--- src/sv/ssp_pkg.sv ---
package ssp_pkg;

	localparam int unsigned DEPTH_DEF = 16;
	localparam int unsigned SUM_W     = 24;
	localparam int unsigned SCORE_W   = 16;
	localparam int unsigned CLIP_W    = 10;
	localparam int unsigned QUO_W     = 16;
	localparam int unsigned ONE_Q12   = 4096;

	// register index, taken from paddr[2]
	localparam logic REG_MIN_CLIP = 1'b0;
	localparam logic REG_SQUASH   = 1'b1;

	localparam logic [CLIP_W-1:0] MIN_CLIP_RST = CLIP_W'(1);

	typedef enum logic [1:0] {
		ST_IDLE,
		ST_WALK,
		ST_DIV,
		ST_PUSH
	} seq_state_t;

	typedef struct packed {
		logic start;
	} div_ctl_t;

	typedef struct packed {
		logic busy;
		logic done;
	} div_sts_t;

	function automatic logic [SUM_W-1:0] sat_add(input logic [SUM_W-1:0] a,
		input logic [SUM_W-1:0] b);
		logic [SUM_W:0] s;
		s = {1'b0, a} + {1'b0, b};
		return s[SUM_W] ? {SUM_W{1'b1}} : s[SUM_W-1:0];
	endfunction

endpackage

--- src/sv/softclip_score_spreader_top.sv ---
// Softclip score spreader.
// Input channel item_valid/item_ready carries one word: score (Q4.12) and
// softclip_count. Output channel result_valid/result_ready returns exactly
// one word per input word, spread_value, in input order.
// Config is an APB-style port: min_clip_count at 0x0, squash_mode at 0x4;
// pready is tied high, writes land on the access cycle. Write only when idle.
// Each word walks the DELAY_DEPTH-entry history memory once, one entry per
// cycle through a read-add-write pipeline. Squash mode adds the 17-step
// serial divider plus handshake before the result is pushed.
// item_ready is high only while the sequencer is idle, so a new word is
// taken only once the last one has been pushed to the output register.
// The output register holds one finished word; a new input word is taken
// while it waits. If the receiver stalls, the next word finishes its walk
// and then waits in the push step until the output register frees up.
// Reset (arst_n low) clears both delay lines and the forward-spread history
// through per-entry valid bits, so no clearing pass is needed; registers
// return to min_clip_count = 1, squash_mode = 0.
module softclip_score_spreader_top #(
	parameter int unsigned DELAY_DEPTH = ssp_pkg::DEPTH_DEF
) (
	input  logic                               clk,
	input  logic                               arst_n,
	input  logic                               psel,
	input  logic                               penable,
	input  logic                               pwrite,
	input  logic [2:0]                         paddr,
	input  logic [31:0]                        pwdata,
	output logic [31:0]                        prdata,
	output logic                               pready,
	input  logic                               item_valid,
	output logic                               item_ready,
	input  logic [ssp_pkg::SCORE_W-1:0]        score,
	input  logic [ssp_pkg::CLIP_W-1:0]         softclip_count,
	output logic                               result_valid,
	input  logic                               result_ready,
	output logic [ssp_pkg::SUM_W-1:0]          spread_value
);
	import ssp_pkg::*;

	localparam int unsigned AW = (DELAY_DEPTH > 1) ? $clog2(DELAY_DEPTH) : 1;
	localparam int unsigned CW = $clog2(DELAY_DEPTH + 1);     // index / radius
	localparam int unsigned PW = $clog2(DELAY_DEPTH + 2);     // forward count
	localparam int unsigned XW = PW + 1;
	localparam int unsigned EW = SUM_W + SCORE_W + PW;        // history entry
	localparam logic [CW-1:0] DEPTH_C = CW'(DELAY_DEPTH);
	localparam logic [AW-1:0] LAST_A  = AW'(DELAY_DEPTH - 1);

	// config registers
	logic [CLIP_W-1:0] min_clip_q;
	logic              squash_q;
	logic              cfg_wr;

	assign pready = 1'b1;
	assign cfg_wr = psel & penable & pwrite;

	always_ff @(posedge clk or negedge arst_n) begin
		if (!arst_n) begin
			min_clip_q <= MIN_CLIP_RST;
			squash_q   <= 1'b0;
		end else if (cfg_wr) begin
			case (paddr[2])
				REG_MIN_CLIP: min_clip_q <= pwdata[CLIP_W-1:0];
				REG_SQUASH:   squash_q   <= pwdata[0];
				default:      ;
			endcase
		end
	end

	always_comb begin
		case (paddr[2])
			REG_MIN_CLIP: prdata = {{(32-CLIP_W){1'b0}}, min_clip_q};
			REG_SQUASH:   prdata = {31'b0, squash_q};
			default:      prdata = '0;
		endcase
	end

	// history memory: {spread sum, raw score, forward count} per position
	logic [EW-1:0]          mem [DELAY_DEPTH];
	logic [DELAY_DEPTH-1:0] vld_q;
	logic [EW-1:0]          rdata_q;
	logic                   rvld_q;
	logic                   mem_we;
	logic [AW-1:0]          waddr;
	logic [EW-1:0]          wdata;

	// sequencer and item state
	seq_state_t        state_q, state_d;
	logic [AW-1:0]     head_q;
	logic [AW-1:0]     rp_q;
	logic [CW-1:0]     rcnt_q;
	logic              v_s1;
	logic [CW-1:0]     i_s1;
	logic [AW-1:0]     addr_s1;
	logic [SCORE_W-1:0] score_q;
	logic              spread_q;
	logic [CW-1:0]     rad_q;
	logic [PW-1:0]     left_q;
	logic [SUM_W-1:0]  own_q;
	logic [SUM_W-1:0]  sum_q;
	logic [SCORE_W-1:0] orig_q;
	logic              res_valid_q;
	logic [SUM_W-1:0]  res_value_q;

	logic              accept;
	logic              out_free;
	logic              walk_end;
	logic              push_go;
	div_ctl_t          div_ctl;
	div_sts_t          div_sts;
	logic [QUO_W-1:0]  quo;

	// walk datapath on the registered read
	logic [EW-1:0]      ent;
	logic [SUM_W-1:0]   ent_spread;
	logic [SCORE_W-1:0] ent_score;
	logic [PW-1:0]      ent_left;
	logic               hit_add;
	logic               hit_own;
	logic [SUM_W-1:0]   spread_new;

	// accept-side decode
	logic               in_spread;
	logic [CW-1:0]      in_rad;
	logic [12:0]        orig_cap;
	logic [SUM_W:0]     div_den;

	assign accept   = item_valid & item_ready;
	assign out_free = !res_valid_q || result_ready;
	assign walk_end = (rcnt_q == DEPTH_C) && !v_s1;
	assign push_go  = (state_q == ST_PUSH) && out_free;

	assign in_spread = (softclip_count >= min_clip_q);
	assign in_rad    = (11'(softclip_count) < 11'(DELAY_DEPTH)) ?
		CW'(softclip_count) : DEPTH_C;

	assign ent        = rvld_q ? rdata_q : '0;
	assign ent_spread = ent[EW-1 -: SUM_W];
	assign ent_score  = ent[PW +: SCORE_W];
	assign ent_left   = ent[PW-1:0];
	// entry i (from the oldest) is among the r newest when i + r >= depth
	assign hit_add    = spread_q && ((XW'(i_s1) + XW'(rad_q)) >= XW'(DELAY_DEPTH));
	// entry at age depth-i still spreads forward onto this position
	assign hit_own    = (XW'(ent_left) + XW'(i_s1)) > XW'(DELAY_DEPTH);
	assign spread_new = sat_add(ent_spread, hit_add ? SUM_W'(score_q) : '0);

	assign orig_cap = (orig_q >= SCORE_W'(ONE_Q12)) ? 13'(ONE_Q12) : orig_q[12:0];
	assign div_den  = (SUM_W+1)'(sum_q) + (SUM_W+1)'(ONE_Q12) - (SUM_W+1)'(orig_cap);

	always_ff @(posedge clk or negedge arst_n) begin
		if (!arst_n) begin
			state_q <= ST_IDLE;
		end else begin
			state_q <= state_d;
		end
	end

	always_comb begin
		state_d       = state_q;
		item_ready    = 1'b0;
		div_ctl.start = 1'b0;
		case (state_q)
			ST_IDLE: begin
				item_ready = 1'b1;
				if (item_valid) state_d = ST_WALK;
			end
			ST_WALK: begin
				if (walk_end) begin
					if (squash_q) begin
						state_d       = ST_DIV;
						div_ctl.start = 1'b1;
					end else begin
						state_d = ST_PUSH;
					end
				end
			end
			ST_DIV: begin
				if (div_sts.done) state_d = ST_PUSH;
			end
			ST_PUSH: begin
				if (out_free) state_d = ST_IDLE;
			end
			default: state_d = ST_IDLE;
		endcase
	end

	// memory write port: walk write-back, then the push of the new position
	always_comb begin
		mem_we = 1'b0;
		waddr  = addr_s1;
		wdata  = {spread_new, ent_score, ent_left};
		if (state_q == ST_WALK && v_s1 && i_s1 != '0) begin
			mem_we = 1'b1;
		end else if (push_go) begin
			mem_we = 1'b1;
			waddr  = head_q;
			wdata  = {own_q, score_q, left_q};
		end
	end

	always_ff @(posedge clk) begin
		if (mem_we) mem[waddr] <= wdata;
		rdata_q <= mem[rp_q];
	end

	always_ff @(posedge clk or negedge arst_n) begin
		if (!arst_n) begin
			vld_q  <= '0;
			rvld_q <= 1'b0;
		end else begin
			rvld_q <= vld_q[rp_q];
			if (mem_we) vld_q[waddr] <= 1'b1;
		end
	end

	// walk control
	always_ff @(posedge clk or negedge arst_n) begin
		if (!arst_n) begin
			head_q <= '0;
			rp_q   <= '0;
			rcnt_q <= '0;
			v_s1   <= 1'b0;
		end else begin
			if (accept) begin
				rp_q   <= head_q;
				rcnt_q <= '0;
				v_s1   <= 1'b0;
			end else if (state_q == ST_WALK) begin
				if (rcnt_q != DEPTH_C) begin
					rcnt_q <= rcnt_q + CW'(1);
					rp_q   <= (rp_q == LAST_A) ? '0 : rp_q + AW'(1);
					v_s1   <= 1'b1;
				end else begin
					v_s1 <= 1'b0;
				end
			end
			if (push_go) head_q <= (head_q == LAST_A) ? '0 : head_q + AW'(1);
		end
	end

	always_ff @(posedge clk) begin
		if (state_q == ST_WALK && rcnt_q != DEPTH_C) begin
			i_s1    <= rcnt_q;
			addr_s1 <= rp_q;
		end
	end

	// item payload and accumulators
	always_ff @(posedge clk) begin
		if (accept) begin
			score_q  <= score;
			spread_q <= in_spread;
			rad_q    <= in_rad;
			left_q   <= in_spread ? PW'(in_rad) + PW'(1) : '0;
			// own score, plus its own forward spread onto this position
			own_q    <= in_spread ? SUM_W'({score, 1'b0}) : SUM_W'(score);
		end else if (state_q == ST_WALK && v_s1) begin
			if (hit_own) own_q <= sat_add(own_q, SUM_W'(ent_score));
			if (i_s1 == '0) begin
				// oldest entry leaves the line
				sum_q  <= spread_new;
				orig_q <= ent_score;
			end
		end
	end

	ssp_div u_div (
		.clk    (clk),
		.arst_n (arst_n),
		.ctl    (div_ctl),
		.num    (sum_q),
		.den    (div_den),
		.sts    (div_sts),
		.quo    (quo)
	);

	// output register
	always_ff @(posedge clk or negedge arst_n) begin
		if (!arst_n) begin
			res_valid_q <= 1'b0;
		end else if (push_go) begin
			res_valid_q <= 1'b1;
		end else if (result_ready) begin
			res_valid_q <= 1'b0;
		end
	end

	always_ff @(posedge clk) begin
		if (push_go) res_value_q <= squash_q ? SUM_W'(quo) : sum_q;
	end

	assign result_valid = res_valid_q;
	assign spread_value = res_value_q;

endmodule

--- src/sv/ssp_div.sv ---
// Restoring divider, one quotient bit per cycle, 17 steps.
// Quotient is at most 2^16 since num <= den; a full 17-bit result saturates.
module ssp_div (
	input  logic                                 clk,
	input  logic                                 arst_n,
	input  ssp_pkg::div_ctl_t                    ctl,
	input  logic [ssp_pkg::SUM_W-1:0]            num,
	input  logic [ssp_pkg::SUM_W:0]              den,
	output ssp_pkg::div_sts_t                    sts,
	output logic [ssp_pkg::QUO_W-1:0]            quo
);
	import ssp_pkg::*;

	localparam int unsigned STEPS = QUO_W + 1;
	localparam int unsigned RW    = SUM_W + 2;

	logic [RW-1:0]    rem_q;
	logic [SUM_W:0]   den_q;
	logic [QUO_W:0]   quo_q;
	logic [4:0]       cnt_q;
	logic             busy_q;
	logic             done_q;
	logic             zero_q;

	logic [RW:0]      diff;
	logic             bit_ok;
	logic [RW-1:0]    rem_nxt;

	assign diff    = {1'b0, rem_q} - {2'b0, den_q};
	assign bit_ok  = !diff[RW];
	assign rem_nxt = bit_ok ? diff[RW-1:0] : rem_q;

	always_ff @(posedge clk or negedge arst_n) begin
		if (!arst_n) begin
			busy_q <= 1'b0;
			done_q <= 1'b0;
			cnt_q  <= '0;
		end else begin
			done_q <= 1'b0;
			if (ctl.start) begin
				busy_q <= 1'b1;
				cnt_q  <= 5'(STEPS);
			end else if (busy_q) begin
				cnt_q <= cnt_q - 5'd1;
				if (cnt_q == 5'd1) begin
					busy_q <= 1'b0;
					done_q <= 1'b1;
				end
			end
		end
	end

	always_ff @(posedge clk) begin
		if (ctl.start) begin
			rem_q  <= RW'(num);
			den_q  <= den;
			quo_q  <= '0;
			zero_q <= (den == '0);
		end else if (busy_q) begin
			rem_q <= {rem_nxt[RW-2:0], 1'b0};
			quo_q <= {quo_q[QUO_W-1:0], bit_ok};
		end
	end

	assign sts.busy = busy_q;
	assign sts.done = done_q;
	assign quo = zero_q ? '0 : (quo_q[QUO_W] ? {QUO_W{1'b1}} : quo_q[QUO_W-1:0]);

endmodule

--- config.mk ---
export PLATFORM = sky130hd
export DESIGN_NAME = softclip_score_spreader_top
export DESIGN_NICKNAME = d
export VERILOG_FILES = /design/src/sv/ssp_pkg.sv /design/src/sv/softclip_score_spreader_top.sv /design/src/sv/ssp_div.sv
export SDC_FILE = /design/constraint.sdc
export NUM_CORES = 1
export LEC_CHECK = 0
export BUFFER_PORTS_ARGS = -buffer_cell sky130_fd_sc_hd__buf_2
export CAP_MARGIN = 20
export CORE_MARGIN = 2
export CORE_UTILIZATION = 60
export DETAILED_ROUTE_END_ITERATION = 7
export HOLD_SLACK_MARGIN = 0.05
export PLACE_DENSITY_LB_ADDON = 0.15
export SLEW_MARGIN = 5
export SYNTH_ARGS = -nofsm -noshare
export SYNTH_HDL_FRONTEND = slang
export SYNTH_SLANG_ARGS = --single-unit
--- constraint.sdc ---
create_clock -name clk -period 5.4 [get_ports clk]
set_input_delay 0.54 -clock clk [delete_from_list [all_inputs] [get_ports clk]]
set_output_delay 0.54 -clock clk [all_outputs]
set_load 0.005 [all_outputs]
# Word-level counts from Yosys, hierarchy flattened
# Memories as Yosys holds them, arrays and structs flattened. A register that Yosys moved wholly into a read port is not among the register bits.
# Index checks and enable logic that the tools add are counted.
[totals] out_inout_bits=59 romBits=0 latch_bits=0 ramBits=720 memories=1 regBits=245
[memory_table] memory="mem" words=16 width=45 read_ports=1 rd_ports_with_merged_regs=1 write_ports=1 line="softclip_score_spreader_top.sv:78" rtl="logic [EW-1:0] mem [DELAY_DEPTH];"
[classes] shift=0 magnitude_cmp=8 n_reduce_logical=27 div=0 mux=60 add_sub_neg=12 eq_ne=12 bitwise_logic=6 n_mul=0
[op_table] cell="$mux W24" n=7
[op_table] cell="$mux W45" n=3
[op_table] cell="$mux W16" n=4
[op_table] cell="$pmux W32 S2" n=1
[op_table] cell="$add A24 B16 Y25" n=2
[op_table] cell="$mux W5" n=6
[op_table] cell="$mux W4" n=7
[op_table] cell="$sub A26 B25 Y27" n=1
[op_table] cell="$add A24 B13 Y25 const B" n=1
[op_table] cell="$logic_not A25 Y1" n=1
[op_table] cell="$mux W25" n=1
[op_table] cell="$sub A25 B13 Y25" n=1
[op_table] cell="$mux W1" n=22
[op_table] cell="$mux W17" n=1
[op_table] cell="$ge A16 B13 Y1 const B" n=1
[op_table] cell="$or A16 B16 Y16" n=1
[op_table] cell="$mux W13" n=1
[op_table] cell="$add A5 B5 Y6" n=2
[op_table] cell="$reduce_bool A2 Y1" n=6
[op_table] cell="$add A5 B1 Y5 const B" n=2
[op_table] cell="$ge A10 B10 Y1" n=1
[op_table] cell="$lt A10 B5 Y1 const B" n=1
[op_table] cell="$lt A4 B5 Y1 const B" n=2
[op_table] cell="$add A4 B1 Y4 const B" n=2
[op_table] cell="27 further kinds" n=48

# Longest topological paths before layout
# Gate-level depths: netlist (run 1).
[logic_depth] ltp_word=10 ltp_mapped=20

# Cells and area by module
# From an unflattened synthesis (run 1), not the netlist that was laid out.
[hier_totals] hier_cells=2697 hier_area_um2=44282.5
[by_module_without_submodules] mod="softclip_score_spreader_top" cells_each=2195 area_per_inst_um2=39461.6 instances=1 seq_area_each_um2=27372.5
[by_module_without_submodules] mod="ssp_div" cells_each=502 area_per_inst_um2=4820.9 instances=1 seq_area_each_um2=2057.0

# Worst setup path before layout (run 1)
# No wires, ideal clock.
[synth_timing] kind="register -> register" start="reg state_q[0]" end="reg orig_q[0], enable pin" path_stages_with_launch=7 slack_ns=0.519 t_required_ns=4.913 arrival_time_ns=4.393 path_cell_list="dfrtp_1 inv_1 ha_1 nand2_1 clkinv_1 clkbuf_1 nor3_1"
[synth_via] elab_chain_cells=5 elab_cells_between_ends=7 classes_between="eq/ne (1); mux (1); bitwise (2); reduce/logical (3)"
[synth_rtl] element="from (decl)" line="softclip_score_spreader_top.sv:87" rtl="seq_state_t state_q, state_d;"
[synth_rtl] element="from (signal assigned)" line="softclip_score_spreader_top.sv:153" rtl="state_q <= state_d;"
[synth_rtl] element="$logic_not A2 Y1" line="softclip_score_spreader_top.sv:161" rtl="case (state_q)"
[synth_rtl] element="$mux W1" line="softclip_score_spreader_top.sv:161"
[synth_rtl] element="named net item_ready" line="softclip_score_spreader_top.sv:31" rtl="output logic item_ready,"
[synth_rtl] element="$and A1 B1 Y1" line="softclip_score_spreader_top.sv:127" rtl="assign accept = item_valid & item_ready;"
[synth_rtl] element="named net accept" line="softclip_score_spreader_top.sv:104" rtl="logic accept;"
[synth_rtl] element="$not A1 Y1 (no source line)"
[synth_rtl] element="$reduce_and A3 Y1 (no source line)"
[synth_rtl] element="to (signal assigned)" line="softclip_score_spreader_top.sv:261" rtl="orig_q <= ent_score;"
[synth_rtl] element="to (decl)" line="softclip_score_spreader_top.sv:100" rtl="logic [SCORE_W-1:0] orig_q;"
# The timed path passes the listed nets, and every way through them passes these cells.
# A chain may end at the register's enable or synchronous reset.

# Worst setup path in the final report (run 1)
[layout_timing] start="reg i_s1[1]" end="mem mem[8][43] (netlist bit), data pin"
[layout_via] elab_chain_cells=8 elab_cells_between_ends=10 classes_between="add/sub (2); order compare (1); mux (4); reduce/logical (3)"
[layout_rtl] element="from (decl)" line="softclip_score_spreader_top.sv:92" rtl="logic [CW-1:0] i_s1;"
[layout_rtl] element="from (signal assigned)" line="softclip_score_spreader_top.sv:242" rtl="i_s1 <= rcnt_q;"
[layout_rtl] element="$add A5 B5 Y6 *" line="softclip_score_spreader_top.sv:141" rtl="assign hit_add = spread_q && ((XW'(i_s1) + XW'(rad_q)) >= XW'(DELAY_DEPTH));"
[layout_rtl] element="$ge A6 B5 Y1 *" line="softclip_score_spreader_top.sv:141"
[layout_rtl] element="$logic_and A1 B1 Y1 *" line="softclip_score_spreader_top.sv:141"
[layout_rtl] element="$mux W16 *" line="softclip_score_spreader_top.sv:144" rtl="assign spread_new = sat_add(ent_spread, hit_add ? SUM_W'(score_q) : '0);"
[layout_rtl] element="$add A24 B16 Y25 *" line="ssp_pkg.sv:35" rtl="s = {1'b0, a} + {1'b0, b};"
[layout_rtl] element="$mux W24 *" line="ssp_pkg.sv:36" rtl="return s[SUM_W] ? {SUM_W{1'b1}} : s[SUM_W-1:0];"
[layout_rtl] element="named net spread_new[22]" line="softclip_score_spreader_top.sv:119" rtl="logic [SUM_W-1:0] spread_new;"
[layout_rtl] element="$mux W45" line="softclip_score_spreader_top.sv:193" rtl="end else if (push_go) begin"
[layout_rtl] element="$mux W45 *" line="softclip_score_spreader_top.sv:191" rtl="if (state_q == ST_WALK && v_s1 && i_s1 != '0) begin"
[layout_rtl] element="named net wdata[43]" line="softclip_score_spreader_top.sv:84" rtl="logic [EW-1:0] wdata;"
[layout_rtl] element="to (decl)" line="softclip_score_spreader_top.sv:78"
# The timed path passes the listed nets; every way through them passes the cells marked *.

==> results of run 1 <==
## timing repair
action / 4_1_cts / 5_1_grt
resized for setup: 0 / 4
endpoints found under the hold margin: 51 / 0
hold buffers: 1 / 0
setup endpoints to repair: 0 / 256
## worst max-delay path, delay by kind of cell (launching register included)
| kind | cells | cell delay (ns) |
|---|---|---|
| flip-flops | 1 | 0.44 |
| adder cells (fa/ha/maj) | 2 | 0.75 |
| AND/OR/NAND/NOR | 4 | 1.01 |
| buffers and inverters | 4 | 0.74 |
| AO/OA/AOI/OAI | 8 | 1.34 |
| multiplexers | 1 | 0.39 |
## registers in the layout (all words and copies together) (netlist names), 2 cells and up
| signal | flops |
|---|---|
| u_div.quo_q | 17 |
| state_q | 2 |
| u_div.cnt_q | 5 |
| own_q | 24 |
| head_q | 4 |
| rad_q | 5 |
| min_clip_q | 10 |
| sum_q | 24 |
| left_q | 5 |
| orig_q | 16 |
| addr_s1 | 4 |
| rdata_q | 45 |
| spread_value | 24 |
| score_q | 16 |
| mem | 720 |
| i_s1 | 5 |
| u_div.den_q | 25 |
| rp_q | 4 |
| vld_q | 16 |
| rcnt_q | 5 |
| u_div.rem_q | 26 |
## worst paths after layout
check                           endpoint  depth (start not counted)
max in group asynchronous        rp_q[2]                          3
hold reg to reg                 vld_q[2]                          1
setup reg to reg              mem[8][43]                         19
hold / removal                score_q[2]                          1
setup / recovery              mem[8][43]                         19
min in group asynchronous  min_clip_q[3]                          3
## area by class of cell
type	count	area, um^2	share of cell area (%)
multi-input cells	1423	13700	27.7
inverters	98	368	0.745
clock buffers	134	2800	5.66
clock inverters	57	682	1.38
repair buffers	158	1190	2.41
flip-flops and latches	1010	29400	59.6
diodes	1	2.50	0.00507
well taps	959	1200	2.43
## power by group
group / total, mW / internal, mW / switching (mW)
Combinational: 8.22 / 3.51 / 4.71
Clock: 7.20 / 4.24 / 2.96
Sequential: 11.8 / 11.1 / 0.741
## cell families after synthesis
family,after synthesis,synth area share [%]
flip-flops,1010,67.2
other,2,0.0171
adder cells (fa/ha/maj),128,3.74
AO/OA/AOI/OAI,351,5.22
multiplexers,343,14.6
XOR/XNOR,81,1.62
AND/OR/NAND/NOR,497,5.50
buffers and inverters,229,2.17
## routing by layer
layer / vias to the layer above / share of wire, % / GRT usage, % / routed length (um)
met5: - / 0.058 / 0 / 60
met4: 10 / 2.4 / 6.92 / 2460
met3: 194 / 8.1 / 4.74 / 8290
met2: 1116 / 49 / 45.0 / 49900
met1: 12700 / 41 / 40.3 / 42100
li1: 10600 / - / - / -
## per-stage QoR
stage	setup slack (ns)	util [%]	cells
finish	0.380	68.0	3840
global route	0.0468	68.0	3839
CTS	0.246	68.0	3839
detailed placement	0.309	63.2	3647
global placement	0.391	63.2	3647
floorplan	0.519	-	2662
## cells in the mapped netlist, drive strengths merged (13+ instances only)
library cell  instances
a211oi               17
a21o                 44
a21oi                92
a22oi                18
a31oi                32
and2                 60
buf                  48
clkbuf               83
dfrtp                51
dfxtp                64
edfxtp              894
ha                  123
inv                  96
mux2                 56
mux2i                57
mux4                230
nand2               118
nand2b               17
nand3                28
nand4                13
nor2                161
nor3                 28
o21ai                58
o21bai               21
or2                  19
xnor2                50
xor2                 31
==> impl_metrics.py, run 1 <==
metrics = {
    "setup_path": {
        "critPathMaxStageDelay_ns": 0.65,
        "critical_path.startpoint": "i_s1[1]",
        "cp-end-kind": "register",
        "start_kind": "register",
        "crit_chain": "ha_1 > a31oi_1 > nor2b_1 > o21ai_0 > a21boi_2 > buf_4 > buf_4 > and2_1 > ha_1 > o21ai_0 > a21oi_1 > o32ai_1 > buf_4 > o31ai_1 > buf_4 > nand3_1 > or4b_2 > o211a_1 > mux2_2",
        "crit_required_ns": 5.74,
        "arrival_ns": 5.36,
        "cpMaxStageDelayCell": "or4b_2",
        "critPathMaxFanout": 16,
        "r2r_slack_ns": 0.38,
        "crit_top_cell": "buf_4",
        "reg2reg_from": "i_s1[1]",
        "criticalPathCategory": "register to register",
    },
    "sta": {
        "worst_slew_pin_slew_ns": 1.14,
        "setup-tns-final_ns": 0,
        "finClkSkew_ns": 0.0536,
        "fmax_mhz": 199,
        "finalHoldViolCount": 0,
        "setup_viol": 0,
        "rsz0062_at_grt": "no",
        "min_period_ns": 5.02,
        "slew-limit-headroom_pct": 23.5,
        "hold_slack_ns": 0.0822,
        "final_max_slew_viol_count": 0,
        "period_share_pct": 93.0,
    },
    "floorplan": {
        "die_y_um": 274,
        "row_count": 99,
        "start_util_pct": 60.4,
        "pin_count": 127,
        "die-area_mm2": 0.0752,
        "core_area_mm2": 0.0726,
        "fp.dieW_um": 274,
    },
    "synthesis": {
        "synthesis.area_mm2": 0.0438,
        "yosysTopAreaCell": "edfxtp_1",
        "ys_seq_area_share_pct": 67.2,
        "async_reset_ff_share_pct": 5.15,
        "synth_edf_count": 894,
        "avgSynthCellArea_um2": 16.6,
        "ys.flop_type": "edfxtp_1",
        "yosys_warnings": 0,
        "netlist.area_leader.share_pct": 61.3,
        "synth_cell_types": 70,
        "ys_ff_latch": 1010,
        "synth.area.top_cells": "edfxtp_1 61%, mux4_2 12%, ha_1 3.5%",
        "syn_inst": 2641,
    },
    "drt": {
        "vias": 24600,
        "drc": 0,
        "wire_per_inst_um": 26.8,
        "dr.pass1.iters": 6,
        "drtAntennaViolNets": 0,
        "drt_iter0_markers": 2728,
        "vias_per_cell": 6.41,
        "drt-total-wl_um": 103000,
    },
    "cts": {
        "post-cts-setup-buffers": 0,
        "htreeDepth": 3,
        "cts_tree": "built",
        "cts-root-buf": "clkbuf_16",
        "clk_latency_ns": 0.67,
        "cts_sinks": 1010,
        "clock_tree.buffer_depth": 3,
        "clk_pin_slew_ns": 0.06,
        "cts-buffers-inserted": 102,
    },
    "global_route": {
        "grt_remaining_overflow": 0,
        "grt_pass1_wl_um": 154000,
        "first_global_vias": 24600,
        "antenna_found_initial": 7,
        "track_usage_pct": 27.9,
        "grt_max_degree": 77,
    },
    "layout": {
        "final_layout_size_suffix_gt1_share_pct": 22.8,
        "nFillCells": 4722,
        "mostFrequentLayoutCells": "894 x edfxtp_1, 230 x mux4_2, 145 x nor2_1, 123 x ha_1, 117 x nand2_1",
        "fin_area_mm2": 0.0494,
        "syn_to_final_growth_pct": 12.7,
        "fin_nets": 2989,
        "layout_commonest_cell": "edfxtp_1",
    },
    "hold_path": {
        "hp-start": "score[2]",
        "hold_class": "primary input to register",
    },
    "pwr": {
        "ir_drop_uv": 364,
        "power_density_mw_per_mm2": 552,
        "p_leak_nw": 17.6,
        "fin_total_pwr_mw": 27.2,
    },
    "place": {
        "hpwlAfterDp_um": 60700,
        "placed_area_mm2": 0.0459,
        "place.gp.congestion": 0.983,
        "numPortBuffers": 79,
    },
    "job": {
        "cap_violations": 0,
    },
    "status": {
        "status": "complete, no violations",
    },
}
(Power assumes the default switching activity.)
==> run 2, diff against run 1 <==
- MAX_ROUTING_LAYER: default -> met4
==> run 2 against run 1 <==
  * Clock skew decreased by 0.020 ns
  * Final area increased by 0.14%
  * Sequential cell count unchanged
  * Wire length decreased by 0.31%
  * Via count decreased by 0.25%
  * Global-route usage increased by 0.82 points
  * Sequential power about the same
  * Clock-buffer cell count increased by 4
  * Critical path type unchanged
  * Largest cell class unchanged
==> impl_metrics.py, run 2 (same netlist as run 1, synthesis figures left out) <==
metrics = {
    "status": {
        "status": "complete, no violations",
    },
    "pwr": {
        "netSwitchingFraction_pct": 31.1,
        "power_density_mw_per_mm2": 547,
        "switchingPower_mw": 8.42,
        "seqPwrFrac_pct": 43.2,
        "p_comb_share_pct": 30.5,
        "cellInternalPower_mw": 18.6,
        "ir_drop_uv": 447,
        "fin_total_pwr_mw": 27.1,
        "p_leak_nw": 17.5,
        "p_clk_share_pct": 26.3,
    },
    "layout": {
        "syn_to_final_growth_pct": 12.8,
        "layout_commonest_cell": "edfxtp_1",
        "reg.largest.list": "mem x720, rdata_q x45, u_div.rem_q x26",
        "largest_register_ffs": 720,
        "fin_nets": 2986,
        "final_layout_size_suffix_gt1_share_pct": 22.8,
        "mostFrequentLayoutCells": "894 x edfxtp_1, 230 x mux4_2, 145 x nor2_1, 123 x ha_1, 117 x nand2_1",
        "regMostFlops": "mem",
    },
    "drt": {
        "drtAntennaViolNets": 0,
        "wire_per_inst_um": 26.7,
        "drt-total-wl_um": 102000,
        "vias": 24600,
        "drc": 0,
        "vias_per_cell": 6.39,
        "dr.pass1.iters": 6,
        "drt_iter0_markers": 2697,
    },
    "floorplan": {
        "die-area_mm2": 0.0752,
        "row_count": 99,
        "start_util_pct": 60.4,
        "pin_count": 127,
        "fp.dieW_um": 274,
        "die_y_um": 274,
        "core_area_mm2": 0.0726,
    },
    "hold_path": {
        "hold_class": "primary input to register",
    },
    "cts": {
        "clk_pin_slew_ns": 0.06,
        "cts-root-buf": "clkbuf_16",
        "cts_sinks": 1010,
        "clk_latency_ns": 0.69,
        "clock_tree.buffer_depth": 3,
        "htreeDepth": 3,
        "cts-buffers-inserted": 101,
        "cts_tree": "built",
    },
    "setup_path": {
        "criticalPathCategory": "register to register",
        "crit_required_ns": 5.77,
        "arrival_ns": 5.48,
        "start_kind": "register",
        "critPathMaxFanout": 16,
        "cp-end-kind": "register",
    },
    "sta": {
        "fmax_mhz": 196,
        "slew-limit-headroom_pct": 26.3,
        "setup-tns-final_ns": 0,
        "period_share_pct": 94.6,
        "min_period_ns": 5.11,
        "final_max_slew_viol_count": 0,
        "worst_slew_pin_slew_ns": 1.10,
        "finalHoldViolCount": 0,
        "hold_slack_ns": 0.0863,
        "finClkSkew_ns": 0.0331,
        "rsz0062_at_grt": "no",
        "setup_viol": 0,
    },
    "global_route": {
        "grt_pass1_wl_um": 154000,
        "grt_remaining_overflow": 0,
        "first_global_vias": 24800,
        "grt_max_degree": 110,
        "track_usage_pct": 28.7,
        "antenna_found_initial": 6,
    },
    "place": {
        "hpwlAfterDp_um": 59900,
        "place.gp.congestion": 0.966,
        "numPortBuffers": 79,
    },
    "job": {
        "cap_violations": 0,
    },
}
[run 2: worst paths after layout]
| kind | startpoint | to | slack [ns] | cells past startpoint |
|---|---|---|---|---|
| setup / recovery | i_s1[1] | mem[7][30] | 0.29 | 19 |
| hold / removal | score[4] | score_q[4] | 0.09 | 1 |
| setup reg to reg | i_s1[1] | mem[7][30] | 0.29 | 19 |
| hold reg to reg | vld_q[13] | vld_q[13] | 0.47 | 1 |
| max in group asynchronous | arst_n | rp_q[0] | 4.35 | 3 |
| min in group asynchronous | arst_n | min_clip_q[3] | 0.52 | 3 |
[run 2: repair_timing]
| action | CTS | global route |
|---|---|---|
| buffers inserted | 0 | 0 |
| setup endpoints to repair | 0 | 256 |
| gates resized for setup | 0 | 2 |
| hold endpoints to repair | 53 | 0 |
| hold buffers | 3 | 0 |
[run 2: layout make-up]
cell class,count,area [um^2]
clock inverters,54,648
well taps,959,1200
fillers,4779,23100
diodes,5,12.5
inverters,98,368
repair buffers,156,1290
flip-flops and latches,1010,29400
multi-input cells,1423,13700
clock buffers,138,2800
[run 2: critical path, cell delays in order (launching register included)]
cell and delay (ns):
edfxtp_1 0.40, ha_1 0.31, a31oi_1 0.17, nor2b_1 0.08, o21ai_0 0.20, a21boi_2 0.18
and2_1 0.21, ha_1 0.23, fa_1 0.40, a21o_1 0.21, nand4_1 0.12, a21boi_1 0.13
o32ai_1 0.61, o31ai_1 0.15, buf_4 0.18, nand3_1 0.11, or2_2 0.17, buf_4 0.23
nand4_1 0.23, mux2_2 0.46
[run 2: power by group through the flow]
stage	sequential [mW]	clock [mW]	combinational (mW)
after floorplan	11.5	0	5.87
after global placement	11.8	0	7.89
after detailed placement	11.8	0	8.19
after CTS	11.7	7.21	8.25
after global routing	11.8	7.52	8.93
final	11.7	7.11	8.25
[run 2: stage by stage]
| stage | setup slack (ns) | instances | area (um^2) | utilization, % |
|---|---|---|---|---|
| after CTS | 0.0878 | 3836 | 49400 | 68.1 |
| final | 0.290 | 3843 | 49400 | 68.1 |
| after global placement | 0.192 | 3641 | 45900 | 63.3 |
| after detailed placement | 0.130 | 3641 | 45900 | 63.3 |
| after global routing | 0.0350 | 3842 | 49400 | 68.1 |
| after floorplan | 0.519 | 2662 | 43900 | - |
[run 2: metal layers]
metal  global-route usage, %  wire, um  up-vias
li1                        -         -    10600
met1                    40.0     42000    12700
met2                    45.1     49900     1061
met3                    4.16      8430      154
met4                    7.85      2120        0
met5                       -         0        -
